<file path="src/sv/scl_pkg.sv">
package scl_pkg;

  localparam int MAX_WIDTH  = 128;
  localparam int MAX_HEIGHT = 128;
  localparam int COL_W      = $clog2(MAX_WIDTH);
  localparam int ROW_W      = $clog2(MAX_HEIGHT);
  localparam int PIX_W      = 8;
  localparam int SIZE_W     = 8;
  localparam int CFG_IDX_W  = 1;

  localparam logic [SIZE_W-1:0] MAX_WIDTH_V  = SIZE_W'(MAX_WIDTH);
  localparam logic [SIZE_W-1:0] MAX_HEIGHT_V = SIZE_W'(MAX_HEIGHT);
  localparam logic [SIZE_W-1:0] SIZE_RESET   = SIZE_W'(48);

  localparam logic [CFG_IDX_W-1:0] REG_IMAGE_WIDTH  = 1'b0;
  localparam logic [CFG_IDX_W-1:0] REG_IMAGE_HEIGHT = 1'b1;

  localparam logic MODE_PIXEL = 1'b0;
  localparam logic MODE_FLUSH = 1'b1;

  typedef struct packed {
    logic [PIX_W-1:0] e;
    logic [PIX_W-1:0] b;
    logic [PIX_W-1:0] d;
    logic [PIX_W-1:0] f;
    logic [PIX_W-1:0] h;
    logic [ROW_W-1:0] row;
    logic [COL_W-1:0] col;
    logic             last;
  } block_t;

  typedef struct packed {
    logic             rd_en;
    logic [COL_W-1:0] rd_addr;
    logic [COL_W-1:0] rd_addr_next;
    logic             wr_en;
    logic [COL_W-1:0] wr_addr;
    logic [PIX_W-1:0] wr_center;
    logic [PIX_W-1:0] wr_above;
  } mem_req_t;

  typedef struct packed {
    logic [PIX_W-1:0] center;
    logic [PIX_W-1:0] center_next;
    logic [PIX_W-1:0] above;
  } mem_rsp_t;

  function automatic logic [SIZE_W-1:0] eff_size(input logic [SIZE_W-1:0] v,
                                                 input logic [SIZE_W-1:0] maxv);
    logic [SIZE_W-1:0] r;
    r = v;
    if (v == '0) r = SIZE_W'(1);
    else if (v > maxv) r = maxv;
    return r;
  endfunction

endpackage

</file>
<file path="src/sv/scl_line_store.sv">
module scl_line_store
  import scl_pkg::*;
(
  input  logic     clk,
  input  mem_req_t req,
  output mem_rsp_t rsp
);

  logic [PIX_W-1:0] center_mem [MAX_WIDTH];
  logic [PIX_W-1:0] above_mem  [MAX_WIDTH];

  always_ff @(posedge clk) begin
    if (req.wr_en) begin
      center_mem[req.wr_addr] <= req.wr_center;
      above_mem[req.wr_addr]  <= req.wr_above;
    end
  end

  always_ff @(posedge clk) begin
    if (req.rd_en) begin
      rsp.center      <= center_mem[req.rd_addr];
      rsp.center_next <= center_mem[req.rd_addr_next];
      rsp.above       <= above_mem[req.rd_addr];
    end
  end

endmodule

</file>
<file path="src/sv/scl_block_out.sv">
module scl_block_out
  import scl_pkg::*;
(
  input  logic             clk,
  input  logic             rst,
  input  logic             emit,
  input  block_t           blk,
  output logic             hold,
  output logic             block_valid,
  input  logic             block_stall,
  output logic [PIX_W-1:0] out_top_left,
  output logic [PIX_W-1:0] out_top_right,
  output logic [PIX_W-1:0] out_bottom_left,
  output logic [PIX_W-1:0] out_bottom_right,
  output logic [ROW_W-1:0] source_row,
  output logic [COL_W-1:0] source_column,
  output logic             frame_last
);

  logic [PIX_W-1:0] p0, p1, p2, p3;

  assign hold = block_valid && block_stall;

  always_comb begin
    p0 = blk.e;
    p1 = blk.e;
    p2 = blk.e;
    p3 = blk.e;
    if (blk.b != blk.h && blk.d != blk.f) begin
      if (blk.d == blk.b) p0 = blk.d;
      if (blk.b == blk.f) p1 = blk.f;
      if (blk.d == blk.h) p2 = blk.d;
      if (blk.h == blk.f) p3 = blk.f;
    end
  end

  always_ff @(posedge clk) begin
    if (rst) begin
      block_valid <= 1'b0;
    end else if (!hold) begin
      block_valid <= emit;
    end
  end

  always_ff @(posedge clk) begin
    if (!hold && emit) begin
      out_top_left     <= p0;
      out_top_right    <= p1;
      out_bottom_left  <= p2;
      out_bottom_right <= p3;
      source_row       <= blk.row;
      source_column    <= blk.col;
      frame_last       <= blk.last;
    end
  end

endmodule

</file>
<file path="src/sv/scale2x_pixel_upscaler.sv">
// Scale2x pixel-art upscaler.
// Item channel (item_valid / item_stall, fields mode and pixel) takes 8-bit
// palette indices in raster order, mode 0, one per cycle. The block for a
// source pixel leaves on the block channel (block_valid / block_stall) when
// the pixel below it arrives; after the last pixel of a frame, one mode 1
// item per block of the final row flushes that row, frame_last marking the
// final block. Items that do not fit the phase (pixel during flush, flush
// outside flush) are taken and dropped.
// Configuration: cfg_valid / cfg_ready with cfg_index (0 width, 1 height)
// and cfg_data; cfg_ready is always high. Write only while idle.
// Throughput is one item per cycle while the output is not stalled, set by
// the single read-modify-write pass through the line-store memories. A block
// reaches the outputs through the memory read, registered at the accepting
// edge, and then the output register. A stalled output register holds its
// block; one more item is taken into the read stage, then item_stall rises
// until the output drains.
// Reset clears counters, flush state and valid flags and sets both sizes to
// 48; line-store contents are not cleared and need no clearing pass.
module scale2x_pixel_upscaler
  import scl_pkg::*;
(
  input  logic                 clk,
  input  logic                 rst,
  input  logic                 cfg_valid,
  output logic                 cfg_ready,
  input  logic [CFG_IDX_W-1:0] cfg_index,
  input  logic [SIZE_W-1:0]    cfg_data,
  input  logic                 item_valid,
  output logic                 item_stall,
  input  logic                 mode,
  input  logic [PIX_W-1:0]     pixel,
  output logic                 block_valid,
  input  logic                 block_stall,
  output logic [PIX_W-1:0]     out_top_left,
  output logic [PIX_W-1:0]     out_top_right,
  output logic [PIX_W-1:0]     out_bottom_left,
  output logic [PIX_W-1:0]     out_bottom_right,
  output logic [ROW_W-1:0]     source_row,
  output logic [COL_W-1:0]     source_column,
  output logic                 frame_last
);

  logic [SIZE_W-1:0] image_width, image_height;
  logic [SIZE_W-1:0] w_eff, h_eff;
  logic [COL_W-1:0]  column_count;
  logic [ROW_W-1:0]  row_count;
  logic              flush_pending;

  logic              accept, pix_act, fl_act, last_col, last_row;
  logic [SIZE_W-1:0] col_plus, row_plus;

  logic              s1_valid, s1_flush, s1_emit, s1_last;
  logic              s1_b_sel, s1_d_sel, s1_f_sel;
  logic              s1_fwd_e, s1_fwd_f;
  logic [COL_W-1:0]  s1_col;
  logic [ROW_W-1:0]  s1_row;
  logic [PIX_W-1:0]  s1_px, fwd_center, fwd_above;
  logic [PIX_W-1:0]  last_e;

  logic [PIX_W-1:0]  e_cur, f_raw, b_raw;
  logic              out_hold, s1_leave, wr_en;
  block_t            blk;
  mem_req_t          mreq;
  mem_rsp_t          mrsp;

  assign cfg_ready = 1'b1;

  always_ff @(posedge clk) begin
    if (rst) begin
      image_width  <= SIZE_RESET;
      image_height <= SIZE_RESET;
    end else if (cfg_valid) begin
      case (cfg_index)
        REG_IMAGE_WIDTH:  image_width  <= cfg_data;
        REG_IMAGE_HEIGHT: image_height <= cfg_data;
        default: ;
      endcase
    end
  end

  assign w_eff = eff_size(image_width, MAX_WIDTH_V);
  assign h_eff = eff_size(image_height, MAX_HEIGHT_V);

  assign item_stall = s1_valid && out_hold;
  assign accept     = item_valid && !item_stall;
  assign pix_act    = (mode == MODE_PIXEL) && !flush_pending;
  assign fl_act     = (mode == MODE_FLUSH) && flush_pending;
  assign col_plus   = {1'b0, column_count} + SIZE_W'(1);
  assign row_plus   = {1'b0, row_count} + SIZE_W'(1);
  assign last_col   = col_plus >= w_eff;
  assign last_row   = row_plus >= h_eff;

  always_ff @(posedge clk) begin
    if (rst) begin
      column_count  <= '0;
      row_count     <= '0;
      flush_pending <= 1'b0;
    end else if (accept && pix_act) begin
      if (last_col) begin
        column_count <= '0;
        if (last_row) flush_pending <= 1'b1;
        else row_count <= row_count + ROW_W'(1);
      end else begin
        column_count <= column_count + COL_W'(1);
      end
    end else if (accept && fl_act) begin
      if (last_col) begin
        column_count  <= '0;
        row_count     <= '0;
        flush_pending <= 1'b0;
      end else begin
        column_count <= column_count + COL_W'(1);
      end
    end
  end

  assign s1_leave = s1_valid && !out_hold;
  assign wr_en    = s1_leave && !s1_flush;

  always_comb begin
    mreq.rd_en        = accept;
    mreq.rd_addr      = column_count;
    mreq.rd_addr_next = column_count + COL_W'(1);
    mreq.wr_en        = wr_en;
    mreq.wr_addr      = s1_col;
    mreq.wr_center    = s1_px;
    mreq.wr_above     = e_cur;
  end

  scl_line_store u_store (
    .clk (clk),
    .req (mreq),
    .rsp (mrsp)
  );

  always_ff @(posedge clk) begin
    if (rst) begin
      s1_valid <= 1'b0;
    end else if (!item_stall) begin
      s1_valid <= accept && (pix_act || fl_act);
    end
  end

  always_ff @(posedge clk) begin
    if (accept) begin
      s1_flush   <= fl_act;
      s1_emit    <= fl_act || (row_count != '0);
      s1_last    <= fl_act && last_col;
      s1_col     <= column_count;
      s1_row     <= fl_act ? row_count : row_count - ROW_W'(1);
      s1_px      <= pixel;
      s1_b_sel   <= fl_act ? (row_count != '0) : (row_count > ROW_W'(1));
      s1_d_sel   <= column_count != '0;
      s1_f_sel   <= !last_col;
      s1_fwd_e   <= wr_en && (column_count == s1_col);
      s1_fwd_f   <= wr_en && (mreq.rd_addr_next == s1_col);
      fwd_center <= s1_px;
      fwd_above  <= e_cur;
    end
  end

  always_ff @(posedge clk) begin
    if (s1_leave) begin
      last_e <= e_cur;
    end
  end

  assign e_cur = s1_fwd_e ? fwd_center : mrsp.center;
  assign f_raw = s1_fwd_f ? fwd_center : mrsp.center_next;
  assign b_raw = s1_fwd_e ? fwd_above : mrsp.above;

  always_comb begin
    blk.e    = e_cur;
    blk.b    = s1_b_sel ? b_raw : e_cur;
    blk.d    = s1_d_sel ? last_e : e_cur;
    blk.f    = s1_f_sel ? f_raw : e_cur;
    blk.h    = s1_flush ? e_cur : s1_px;
    blk.row  = s1_row;
    blk.col  = s1_col;
    blk.last = s1_last;
  end

  scl_block_out u_out (
    .clk              (clk),
    .rst              (rst),
    .emit             (s1_valid && s1_emit),
    .blk              (blk),
    .hold             (out_hold),
    .block_valid      (block_valid),
    .block_stall      (block_stall),
    .out_top_left     (out_top_left),
    .out_top_right    (out_top_right),
    .out_bottom_left  (out_bottom_left),
    .out_bottom_right (out_bottom_right),
    .source_row       (source_row),
    .source_column    (source_column),
    .frame_last       (frame_last)
  );

endmodule
</file>
<file path="config.mk">
export PLATFORM = sky130hd
export DESIGN_NAME = scale2x_pixel_upscaler
export DESIGN_NICKNAME = d
export VERILOG_FILES = /design/src/sv/scl_pkg.sv /design/src/sv/scl_line_store.sv /design/src/sv/scl_block_out.sv /design/src/sv/scale2x_pixel_upscaler.sv
export SDC_FILE = /design/constraint.sdc
export NUM_CORES = 2
export LEC_CHECK = 0
export BUFFER_PORTS_ARGS = -buffer_cell sky130_fd_sc_hd__buf_2
export CAP_MARGIN = 0
export CORE_MARGIN = 2
export CORE_UTILIZATION = 40
export DETAILED_ROUTE_END_ITERATION = 7
export PLACE_DENSITY_LB_ADDON = 0.15
export SYNTH_ARGS = -nofsm -noshare
export SYNTH_HDL_FRONTEND = slang
export SYNTH_HIERARCHICAL = 1
export SYNTH_SLANG_ARGS = --single-unit
</file>
<file path="constraint.sdc">
create_clock -name clk -period 4.65 [get_ports clk]
set_input_delay 0.93 -clock clk [delete_from_list [all_inputs] [get_ports clk]]
set_output_delay 0.93 -clock clk [all_outputs]
set_load 0.05 [all_outputs]
</file>
# After elaboration in Yosys (flattened, before gate mapping)

Memory sizes are Yosys's and may differ from the RTL's. A register that Yosys moved wholly into a read port is not among the register bits.
Cells that the tools add are included.

Word-level logic and storage cells: 122
Memories kept: 2
Bits in registers: 134
Memory bits (writable): 2,048

Mux-type cells: 36
Equal/unequal tests: 12
Order comparisons: 5
$add $sub $neg: 5
Bitwise operators: 2
Reduce and logical (&&, ||, !) cells: 32

Memory list:

| name               | words | width | rd ports | clocked after Yosys merged registers in | write ports | line                 | RTL |
|---|---|---|---|---|---|---|---|
| u_store.above_mem  | 128   | 8     | 1        | 1                                       | 1           | scl_line_store.sv:10 | `logic [PIX_W-1:0] above_mem [MAX_WIDTH];` |
| u_store.center_mem | 128   | 8     | 2        | 2                                       | 1           | scl_line_store.sv:9  | `logic [PIX_W-1:0] center_mem [MAX_WIDTH];` |

Operators with widths:

| cell                                               | number |
|---|---|
| two-way mux 8 bit                                  | 19 |
| two-way mux 7 bit                                  | 9 |
| == test 8 bit                                      | 4 |
| adder 7 x 1 -> 8 bit, second input constant        | 2 |
| greater-or-equal comparator 8 bit                  | 2 |
| > comparator 8 bit, second input constant          | 2 |
| logical AND 1 bit                                  | 16 |
| logical NOT 8 bit                                  | 2 |
| != test 8 bit                                      | 2 |
| adder 7 x 1 -> 7 bit, second input constant        | 2 |
| == test 7 bit                                      | 2 |
| nonzero test 7 bit                                 | 2 |
| two-way mux 1 bit                                  | 8 |
| != test 2 bit, second input constant               | 4 |
| AND reduction 4 bit                                | 2 |
| > comparator 7 x 1 -> 1 bit, second input constant | 1 |
| subtractor 7 x 1 -> 7 bit, second input constant   | 1 |
| logical NOT 1 bit                                  | 5 |
| AND reduction 2 bit                                | 2 |
| logical OR 1 bit                                   | 2 |
| NOT 1 bit                                          | 2 |
| nonzero test 2 bit                                 | 1 |

# Depth between registers and ports, before layout

Word-level depth: 7
Depth in mapped cells: 13
Depth with buffers taken out: 11

# Cells and area by module

The synthesis kept the hierarchy.

Modules (own cells, without submodules):

| module                 | times used | cells each | area each (sq um) |
|---|---|---|---|
| scl_line_store         | 1          | 3,508      | 86,867.1 |
| scale2x_pixel_upscaler | 1          | 440        | 4,603.2 |
| scl_block_out          | 1          | 149        | 2,404.8 |

# Worst setup path after synthesis

OpenSTA, ideal clock, no wires.

Path kind: in2reg
Start point: in block_stall
End point: reg flush_pending
Required time: 4,563 ps
Setup time: 87 ps
Arrival time: 4,369 ps
Stages: 6
Slack: 194 ps
Cell sequence: and2_1 a21boi_2 o21ai_0 clkbuf_1 o31a_1 a211oi_1

Cells in the longest elaborated chain, start to end: 7

RTL lines:

| item                                                                 | line                                                        | RTL |
|---|---|---|
| from (decl)                                                          | scale2x_pixel_upscaler.sv:33                                | `input logic block_stall,` |
| logical AND 1 bit (*)                                                | scl_block_out.sv:22                                         | `assign hold = block_valid && block_stall;` |
| logical AND 1 bit (*)                                                | scale2x_pixel_upscaler.sv:84                                | `assign item_stall = s1_valid && out_hold;` |
| logical NOT 1 bit (*)                                                | -                                                           |  |
| logical AND 1 bit (*)                                                | scale2x_pixel_upscaler.sv:85                                | `assign accept = item_valid && !item_stall;` |
| net accept                                                           | scale2x_pixel_upscaler.sv:49                                | `logic accept, pix_act, fl_act, last_col, last_row;` |
| logical AND 1 bit, on equally long branches                          | scale2x_pixel_upscaler.sv:98, scale2x_pixel_upscaler.sv:106 |  |
| != test 2 bit (no source line) or nonzero test 2 bit (tied branches) | -                                                           |  |
| AND reduction 4 bit (no source line)                                 | -                                                           |  |
| to (signal assigned)                                                 | scale2x_pixel_upscaler.sv:97                                | `flush_pending <= 1'b0;` |
| to (signal assigned)                                                 | scale2x_pixel_upscaler.sv:101                               | `if (last_row) flush_pending <= 1'b1;` |
| to (signal assigned)                                                 | scale2x_pixel_upscaler.sv:110                               | `flush_pending <= 1'b0;` |
| to (decl)                                                            | scale2x_pixel_upscaler.sv:47                                | `logic flush_pending;` |

The timed path passes the listed nets; every way through them passes the cells marked *.
A chain may end at the register's enable or synchronous reset.

# Worst setup path in the final report

Start point: reg column_count[0]
End point: reg, netlist name u_store/rsp[15]

Cells in the longest elaborated chain, start to end: 1

RTL lines:

| item                   | line                          | RTL |
|---|---|---|
| from (decl)            | scale2x_pixel_upscaler.sv:45  | `logic [COL_W-1:0] column_count;` |
| from (signal assigned) | scale2x_pixel_upscaler.sv:104 | `column_count <= column_count + COL_W'(1);` |
| from (signal assigned) | scale2x_pixel_upscaler.sv:112 | `column_count <= column_count + COL_W'(1);` |
| adder 7 x 1 -> 7 bit   | scale2x_pixel_upscaler.sv:123 | `mreq.rd_addr_next = column_count + COL_W'(1);` |

No other way between the ends.

==> reports/qor.txt <==
Setup violations, final: 0
Placer Congestion: 0.825
# rows: 177
Non-filler instance count after layout: 7749
Hold path depth: 1
Async set or reset register ratio after synthesis: 0
Cts repair resizes: 0
Dpl hpwl: 161 mm
Clk slew on worst S/H paths: 70 ps
Worst Max-Slew Pin Slew: 1230 ps
Hold EP: s1_px[5]
Final Max Slew Viols: 0
Commonest cells after routing, fill and taps aside: edfxtp_1, mux4_2, buf_4
Vias per cell: 6.05
Wire length per cell: 35.1 um
Fmax: 0.241 GHz
Reg2reg setup slack: 490 ps
Crit path largest cell delay: 600 ps
Reg2reg start: column_count[0]
Critical path startpoint category: flip-flop
Final ANT Viol Nets: 0
GRT overflow: 0
WS Path Type: flip-flop to flip-flop
I/O pins: 73
Initial antenna violation count: 15
DRC marker count from the first detailed-route iteration: 5769
Placed cells: 7319
Total GRT Usage: 0.229
Input/output buffers: 71
Die Width: 488 um
Most numerous cell on the critical path: mux4_2
H-tree depth: 4
Max-cap violations: 0
Share of cells above drive strength 1: 0.413
Period utilization: 0.894
Worst Hold Class: input port to flip-flop
Reg area: 0.0659 mm^2
CTS root buffer: clkbuf_16
Fillers: 19300
Status: completed
Synth warnings: 6
Total wire length: 272 mm
Core footprint: 0.233 mm^2
P_leak: 32.2 nW
DRC Markers: 0
Synthesized net count: 4144
Min-delay src: pixel[5]
Mapped Cells: 4097
Clock buffer depth: 3
Crit path DAT: 4810 ps
FF+latch count, synth: 2206
Power Dens Cells: 395 mW/mm^2
Post-CTS Hold Fix Bufs: 0
CP max FO: 22
Crit-path slowest cell: xor2_4
Fin crit period: 4160 ps
Nets: 4465
CTS tree: built
First-pass GRT wire length: 380 mm
Mapped Area: 0.0939 mm^2
Worst hold margin: 212 ps
Slew margin rel.: 0.179
Largest net degree at the start of global routing: 112
Number of synthesized flops with an enable pin: 2173
Synth-to-layout area growth: 14.5%
Total number of vias: 46900
RSZ-0062 raised after global routing: no
Yosys cell types: 62
DRT Pass-1 Iters: 5
CTS sink count: 2206
Starting density of the core: 0.403
Final Hold Fails: 0
Maximum vdd drop: 453 uV
R2R depth: 8
Setup bufs post-CTS: 0
Die Span Y: 488 um
Reg2Reg Capture Point: u_store/rsp[15]
Worst EP required: 5300 ps
Main synth FF type: edfxtp_1
Sequential fraction of the synthesis area: 0.702
Most common cell after layout, fill and taps aside: edfxtp_1
Worst skew pair latency: 900 ps
Vias in the first global route: 47200
Setup tns final: 0 ps
Multi-input gate area: 0.0272 mm^2
Layout Skew: 59.2 ps
Syn avg cell area: 22.9 um^2
Die area: 0.239 mm^2
Cts bufs inserted: 229
CP Cell Sequence: ha_1, xor2_4, buf_12, buf_4, mux4_2, mux4_2, mux4_2, mux2_2
Critical Path End Type: flip-flop
cell usage after synthesis (2+ instances only):
master / count / area, um^2
edfxtp_1: 2173 / 65300
mux4_2: 1008 / 22700
nor2_1: 162 / 608
clkbuf_1: 152 / 571
buf_2: 82 / 410
nand2_1: 72 / 270
mux2_2: 71 / 800
xnor2_1: 64 / 561
a21oi_1: 39 / 195
dfxtp_1: 33 / 661
buf_1: 27 / 101
ha_1: 24 / 300
nand3_1: 21 / 105
mux2i_1: 17 / 170
nand4_1: 14 / 87.6
nor2b_1: 13 / 81.3
xor2_1: 13 / 114
inv_1: 10 / 37.5
mux2_1: 9 / 101
nand3b_1: 9 / 67.6
and3_1: 8 / 50.1
nand2b_1: 6 / 37.5
nor4_1: 6 / 37.5
o21ai_0: 6 / 30.0
a22o_1: 5 / 43.8
and2_1: 5 / 31.3
nor3_1: 4 / 20.0
nor3_4: 4 / 65.1
buf_4: 3 / 22.5
a211oi_1: 2 / 15.0
and4_1: 2 / 17.5
nand4_2: 2 / 25.0
or4_1: 2 / 15.0
layout make-up:
cell class	count	area share
inverters	11	0.000454
well taps	3132	0.0365
clock inverters	138	0.0116
clock buffers	280	0.0555
flip-flops and latches	2206	0.614
multi-input cells	1614	0.253
repair buffers	356	0.0287
diodes	12	0.000279
kinds of logic (layout without fill, tap and decap cells):
logic type,count (synthesis),after routing,synth area share
AOI/OAI and AO/OA,67,67,0.00465
xor gates and xnor gates,77,77,0.00718
adders and majority gates,24,24,0.00320
buffers and inverters,277,785,0.0124
DFF,2206,2206,0.702
muxes,1106,1106,0.253
other,1,13,0.0000399
and+or+nand+nor,339,339,0.0170
critical path: cells and delay by family, from the launching register on:
family / cells / cell delay [ps]
muxes: 4 / 1770
xor gates and xnor gates: 1 / 600
adders and majority gates: 1 / 330
buffers and inverters: 2 / 620
DFF: 1 / 540
routing by layer:
metal	global-route usage	share of wire
met5	0	0
met4	0.0582	0.024
met3	0.0335	0.070
met2	0.365	0.48
met1	0.334	0.43
state kept, by name (all words and copies together) (netlist names), 7 cells and up:
register and flops:
column_count 7, fwd_above 8, fwd_center 8, image_height 8, image_width 8, last_e 8
row_count 7, s1_col 7, s1_px 8, s1_row 7, u_out/out_bottom_left 8, u_out/out_bottom_right 8
u_out/out_top_left 8, u_out/out_top_right 8, u_out/source_column 7, u_out/source_row 7, u_store/above_mem 1024, u_store/center_mem 1024
u_store/rsp 24
through the flow:
step / power, mW / setup slack [ps] / util / instance area (um^2)
finish: 42.5 / 494 / 0.461 / 107000
global route: 43.7 / 443 / 0.461 / 107000
CTS: 42.8 / 467 / 0.461 / 107000
detailed placement: 25.2 / 520 / 0.430 / 100000
global placement: 25.2 / 515 / 0.430 / 100000
floorplan: 24.2 / 194 / - / 93900
where the power goes:
group	switching (mW)	total, mW	internal [mW]	leakage [nW]
sequential	0.0654	22.1	22.0	19.8
combinational	1.57	2.69	1.12	8.85
clock	7.91	17.7	9.80	3.51
total	9.55	42.5	32.9	32.2
worst max-delay path by stage:
| stage | from | end | slack (ps) | cells after the start |
|---|---|---|---|---|
| 6_report | column_count[0] | u_store/rsp[15] | 490 | 8 |
| 3_5_place_dp | column_count[0] | u_store/rsp[15] | 520 | 8 |
| 4_1_cts | column_count[0] | u_store/rsp[15] | 470 | 8 |
| 2_1_floorplan | block_stall | flush_pending | 190 | 6 |
| 5_1_grt | column_count[0] | u_store/rsp[15] | 440 | 8 |
| 3_3_place_gp | column_count[0] | u_store/rsp[15] | 510 | 8 |
(Power assumes the default switching activity.)
